==> src/fts_pkg.sv <==
// fragment_time_seek shared types and constants
// used by the interfaces, controller, datapath and top level
package fts_pkg;

  localparam int MaxFragments = 1024;
  localparam int IdxW = $clog2(MaxFragments);
  localparam int CntW = IdxW + 1;
  localparam int TimeW = 48;
  localparam int MsW = 58;
  localparam int QueryW = 32;
  localparam int ScaleW = 32;
  localparam int CfgDataW = 32;
  localparam int CfgIdxW = 1;
  localparam int DivW = 64;

  // x/1000 = ((x >> 3) * RecipM) >> RecipShift for any 64-bit x,
  // RecipM being 2^68/125 rounded up
  localparam int RecipShift = 68;
  localparam logic [63:0] RecipM =
    64'(((128'd1 << RecipShift) + 128'd124) / 128'd125);

  localparam logic [CfgIdxW-1:0] CfgTimescale = 1'b0;
  localparam logic [CfgIdxW-1:0] CfgFragCount = 1'b1;
  localparam logic [0:0] ActWrite = 1'b0;
  localparam logic [0:0] ActSeek = 1'b1;

  typedef struct packed {
    logic [0:0] action;
    logic [IdxW-1:0] entry_index;
    logic [TimeW-1:0] entry_time;
    logic [QueryW-1:0] query_ms;
  } in_item_t;

  typedef struct packed {
    logic [0:0] status;
    logic [IdxW-1:0] resume_index;
    logic [MsW-1:0] snapped_ms;
  } out_item_t;

  // controller to datapath commands
  typedef struct packed {
    logic load_query;   // latch query, start forward multiply
    logic mul_step;     // one partial product step
    logic div_start;    // start back-conversion divider
    logic search_init;
    logic rd_mid;       // issue table read at mid
    logic eval_mid;     // compare read data, update bounds
    logic rd_nb;        // issue read at neighbor
    logic nb_next;      // 0: prev, 1: next
    logic eval_nb;
    logic set_empty;
  } fts_cmd_t;

  typedef struct packed {
    logic mul_done;
    logic div_done;
    logic search_done;
  } fts_sts_t;

endpackage

==> src/fts_ctrl.sv <==
// seek controller: sequences multiply, search, neighbors, divide and output
// depends on fts_pkg
module fts_ctrl (
  input  logic                       clk,
  input  logic                       rst_n,
  input  logic                       in_valid,
  input  logic [0:0]                 in_action,
  output logic                       in_ready,
  output logic                       wr_en,
  input  logic [fts_pkg::CntW-1:0]   count,
  output logic                       out_valid,
  input  logic                       out_ready,
  output fts_pkg::fts_cmd_t          cmd,
  input  fts_pkg::fts_sts_t          sts
);
  typedef enum logic [7:0] {
    S_IDLE  = 8'b00000001,
    S_MUL   = 8'b00000010,
    S_RMID  = 8'b00000100,
    S_EMID  = 8'b00001000,
    S_EPREV = 8'b00010000,
    S_ENEXT = 8'b00100000,
    S_BACK  = 8'b01000000,
    S_DIVB  = 8'b10000000
  } state_t;

  state_t state_r, state_nxt;
  logic out_valid_r, out_valid_nxt;
  logic accept;

  assign in_ready = (state_r == S_IDLE) && !out_valid_r;
  assign accept = in_valid && in_ready;
  assign wr_en = accept && (in_action == fts_pkg::ActWrite);

  always_comb begin
    state_nxt = state_r;
    out_valid_nxt = out_valid_r && !out_ready;
    cmd = '0;
    unique case (state_r)
      S_IDLE: begin
        if (accept && (in_action == fts_pkg::ActSeek)) begin
          cmd.search_init = 1'b1;
          if (count == '0) begin
            cmd.set_empty = 1'b1;
            out_valid_nxt = 1'b1;
          end else begin
            cmd.load_query = 1'b1;
            state_nxt = S_MUL;
          end
        end
      end
      S_MUL: begin
        if (sts.mul_done) begin
          state_nxt = S_RMID;
        end else begin
          cmd.mul_step = 1'b1;
        end
      end
      S_RMID: begin
        if (sts.search_done) begin
          // read the previous neighbor of the final midpoint
          cmd.rd_nb = 1'b1;
          state_nxt = S_EPREV;
        end else begin
          cmd.rd_mid = 1'b1;
          state_nxt = S_EMID;
        end
      end
      S_EMID: begin
        cmd.eval_mid = 1'b1;
        state_nxt = S_RMID;
      end
      S_EPREV: begin
        cmd.eval_nb = 1'b1;
        cmd.rd_nb = 1'b1;
        cmd.nb_next = 1'b1;
        state_nxt = S_ENEXT;
      end
      S_ENEXT: begin
        cmd.eval_nb = 1'b1;
        state_nxt = S_BACK;
      end
      S_BACK: begin
        // pick is final now
        cmd.div_start = 1'b1;
        state_nxt = S_DIVB;
      end
      S_DIVB: begin
        if (sts.div_done) begin
          out_valid_nxt = 1'b1;
          state_nxt = S_IDLE;
        end
      end
      default: state_nxt = S_IDLE;
    endcase
  end

  always_ff @(posedge clk) begin
    if (!rst_n) begin
      state_r <= S_IDLE;
      out_valid_r <= 1'b0;
    end else begin
      state_r <= state_nxt;
      out_valid_r <= out_valid_nxt;
    end
  end

  assign out_valid = out_valid_r;
endmodule

==> config.mk <==
export PLATFORM = sky130hd
export DESIGN_NAME = fts_ctrl
export DESIGN_NICKNAME = d
export VERILOG_FILES = /design/src/fts_pkg.sv /design/src/fts_ctrl.sv
export SDC_FILE = /design/constraint.sdc
export NUM_CORES = 1
export LEC_CHECK = 0
export BUFFER_PORTS_ARGS = -buffer_cell sky130_fd_sc_hd__clkbuf_2
export CORE_MARGIN = 4
export CORE_UTILIZATION = 40
export DETAILED_ROUTE_END_ITERATION = 10
export PLACE_DENSITY = 0.83
export SYNTH_ARGS = -nofsm -noshare
export SYNTH_HDL_FRONTEND = slang
export SYNTH_SLANG_ARGS = --single-unit
export TNS_END_PERCENT = 30
==> constraint.sdc <==
create_clock -name clk -period 1.55 [get_ports clk]
set_input_delay 0 -clock clk [delete_from_list [all_inputs] [get_ports clk]]
set_output_delay 0 -clock clk [all_outputs]
set_load 0.1 [all_outputs]
==> impl.org <==
** STA
- Dividing the final minimum period by the clock period gives 1.10.
- Shortest period the worst path allows :: around 1.7 ns
- At the pin with the least slew margin, the transition time is 0.541 ns.
- Final worst-path setup slack :: -0.161 ns
- Max Clock Freq :: 584 MHz
- Count of pins over their slew limit :: 0
- Setup repair after global routing could not meet its margin everywhere.
- The worst pin sits at a relative slew slack of 0.641.
- Between clock sinks in the finished design, the worst skew comes to just under 0.008 ns.
- Total setup violations reported at the end of the flow :: 15
- The number of hold violations in the final report came to 0.

** Cells and area
- Core occupancy in the finished layout :: 0.851
- The final layout contains 147 nets.
- From synthesis to final layout, the design area changed by 99.4%.
- Summing all non-filler instances in the final layout gives an area of ~1300 sq um.
- Number of antenna cells inserted :: 0
- Share of layout cells above drive strength 1 :: 0.669

** Synthesis
- Counting flops with a built-in enable in the synthesized netlist gives 0.
- After synthesis the netlist holds a flip-flop and latch count of 9.
- Synthesized-area fraction occupied by adder cells :: 0
- Synth area leader :: sky130_fd_sc_hd__dfxtp_1
- Synth cell count leaders :: sky130_fd_sc_hd__dfxtp_1 (9), sky130_fd_sc_hd__nor2_1 (9), sky130_fd_sc_hd__inv_1 (5)
- Measured against the total synthesized area, the mux share comes to 0.
- Synth area leaders :: sky130_fd_sc_hd__dfxtp_1 (28%), sky130_fd_sc_hd__nor4_4 (6.5%), sky130_fd_sc_hd__nor2_1 (5.2%)
- In the synthesized netlist the dominant register cell turns out to be sky130_fd_sc_hd__dfxtp_1.
- Net count after synthesis :: between 90 and 100
- Synth Area in Compound Gates :: 0.137
- During synthesis, Yosys emitted a total of 0 warnings.
- Combinational family with the most area after synthesis :: simple AND/OR/NAND/NOR gates
- Per-instance average area after synthesis :: between 8 and 9 sq um
- For this run, asynchronously set or reset flops after synthesis account for 0.
- Gate Count Post-Synth :: 76
- Syn Std Cell Area :: 651 sq um
- Area fraction of the dominant cell type after synthesis :: 0.277
- Of the total synthesized cell area, the portion taken by XOR and XNOR cells is 0.0404.
- For this run, the register share of the synthesized area comes to 0.277.
- The number of different library cells used by synthesis comes to 32.
- Post-synthesis share of cell area spent on and, or, nand and nor gates :: 0.490

** Worst setup path
- The setup check on the worst reg-to-reg path leaves a slack of -0.10 ns.
- Start of the worst register-to-register path :: state_r[6]
- The endpoint identified for the worst register-to-register timing path is state_r[0].
- On the critical path, the stage with the largest delay is an instance of sky130_fd_sc_hd__dfxtp_4.
- CP Data Required Time :: ~1.6 ns
- Largest stage delay on the critical path :: 0.37 ns
- Worst Reg2Reg Path Length in Cells :: 6
- Type of element launching the critical path :: flip-flop
- Cell type with the highest occurrence count on the critical path :: sky130_fd_sc_hd__and4_4
- Of all nets on the critical path, the largest fanout is 5.
- Combined buffer and inverter count along the critical path :: 2
- Data arrives at the worst endpoint at around 1.7 ns.
- CP endpoint kind :: primary output
- The setup path with the least slack is of type reg -> out.
- The signal on the critical path passes through nor4_4, buf_6, and4_4, and4_4, buf_12.
- The kind of cell with the highest combined delay along the critical path is simple AND/OR/NAND/NOR gates.

** Hold path
- Hold Path Origin :: sts[1]
- In this run the worst hold path is classified as in -> reg.
- Hold Path Depth :: 4
- Worst Hold Path EP :: state_r[7]

** Flow run
- The tool flagged a number of max-cap violations equal to 0.

** Power and ir drop
- The worst-case IR drop observed on VDD is a little under 0.0005 V.
- Leak Pwr :: between 0.5 and 0.6 nW
- Power spread over the standard cell area amounts to 760 nW/um^2.

** Die
- # rows :: 14
- The initial utilization of the core area, before any placement, comes to 0.427.
- The region available for standard cell placement spans approximately 1500 sq um.
- The floorplan step defined a die boundary enclosing 2340 sq um.
- # IOs :: 32
- Die Y-Extent :: around 48 um
- In this run the horizontal extent of the chip is 48.3 um.

** GRT
- Tot GR Track Use :: 0.183
- The first global-routing pass estimated approximately 3500 um of wire.
- Maximum number of pins on one net before global-route repair :: 10
- Gr ovfl total :: 0
- The via count of the first global-routing pass came to 799.
- Antenna violations before repair :: 0

** Place
- Number of buffers added on ports :: 31
- Final GP Congestion :: ~0.84
- Once detailed placement completed, the half-perimeter wirelength came to approximately 1500 um.
- After detailed placement, the total cell area comes to roughly 1100 sq um.

** Route
- In this run, the number of DRC markers left after iteration 0 of detailed routing was 30.
- For this block, the routed nets add up to ~2800 um of wire.
- Wire length per cell after detailed routing :: roughly 20 um
- Final ANT Viol Nets :: 0
- Summing over every cut layer, the via total after detailed routing is 842.
- Before antenna repair, the detailed router went through 4 iterations.
- After detailed routing, the number of vias per cell comes to about 5.9.
- After detailed routing, the number of remaining DRC violations is 0.

** Clock network
- TritonCTS built the clock tree.
- Depth of the CTS H-tree :: 1
- Root Buffer Master :: sky130_fd_sc_hd__clkbuf_4
- After clock tree synthesis, the clock-pin slew on the worst setup and hold paths is 0.06 ns.
- In this run the deepest clock path goes through 2 buffers.
- Clk_lat worst skew :: around 0.27 ns
- Clock tree synthesis found a total of 9 sinks.
- Number of buffers added by the clock tree synthesis step :: 3

** Outcome
- The flow ran to the end, but the final reports show violations.
- Violated checks :: setup timing
## layout make-up
cell class / instances / area, sq um
multi-input combinational: 59 / 546
tap: 16 / 20.0
timing repair buffer: 50 / 490
inverter: 5 / 18.8
clock buffer: 4 / 26.3
sequential: 9 / 196
fill: 78 / 226
## worst reg2reg max path, delay by kind of cell, from the launching register on
family                 cells  cell delay [ns]
DFF                        1             0.37
AOI/OAI and AO/OA          3             0.64
buffers and inverters      2             0.27
and+or+nand+nor            1             0.26
## through the flow
stage / TNS, ns / hold WS [ns] / setup slack (ns) / power, mW / cells
after global routing: -2.11 / 0.0877 / -0.222 / 1.03 / 143
after global placement: 0 / 0.201 / 0.0603 / 0.689 / 125
after CTS: -0.522 / 0.0581 / -0.123 / 0.910 / 137
after floorplan: -3.50 / 0.0660 / -0.443 / 0.551 / 76
final: -1.16 / 0.0624 / -0.161 / 0.986 / 143
after detailed placement: -0.0124 / 0.204 / -0.0124 / 0.695 / 125
## logic make-up (layout without fill, tap and decap cells)
family / count (synthesis) / in the layout
buffers and inverters: 8 / 59
XOR/XNOR: 3 / 3
AND/OR/NAND/NOR: 46 / 46
flip-flops: 9 / 9
AO/OA/AOI/OAI: 10 / 10
## placed cells by master (no fill, tap or decap), types with 4 or more instances in the layout
master	n
sky130_fd_sc_hd__clkbuf_2	19
sky130_fd_sc_hd__buf_4	15
sky130_fd_sc_hd__buf_12	12
sky130_fd_sc_hd__nor2_2	5
sky130_fd_sc_hd__inv_1	4
sky130_fd_sc_hd__dfxtp_2	4
## timing repair
action | CTS | global route
setup buffers | 6 | 6
endpoints found under the setup margin | 14 | 17
gates resized for setup | 14 | 12
hold buffers | 2 | 0
hold endpoints to repair | 3 | 0
pin swaps | 4 | 6
## state kept, by name (all words and copies together) (netlist names)
name / cells
out_valid: 1
state_r: 8
## worst max path at each step
stage	start	end	slack, ns	cells after the start
after floorplan	state_r[5]	cmd[8]	-0.44	3
after global placement	state_r[1]	state_r[6]	0.06	4
after detailed placement	state_r[7]	state_r[0]	-0.01	4
after CTS	state_r[5]	cmd[0]	-0.12	5
after global routing	state_r[1]	cmd[0]	-0.22	4
final	state_r[6]	cmd[0]	-0.16	5
## per-layer routing
layer | up-vias | global-route usage | wire length [um]
li1 | 386 | - | -
met1 | 395 | 0.205 | 1050
met2 | 54 | 0.326 | 1480
met3 | 7 | 0.0521 | 251
met4 | 0 | 0.0553 | 51
met5 | - | 0 | 0
## power by group
group | internal, mW | switching [mW]
Combinational | 0.229 | 0.304
Clock | 0.0996 | 0.0944
Sequential | 0.238 | 0.0214
Total | 0.566 | 0.420
(Power assumes the default switching activity.)
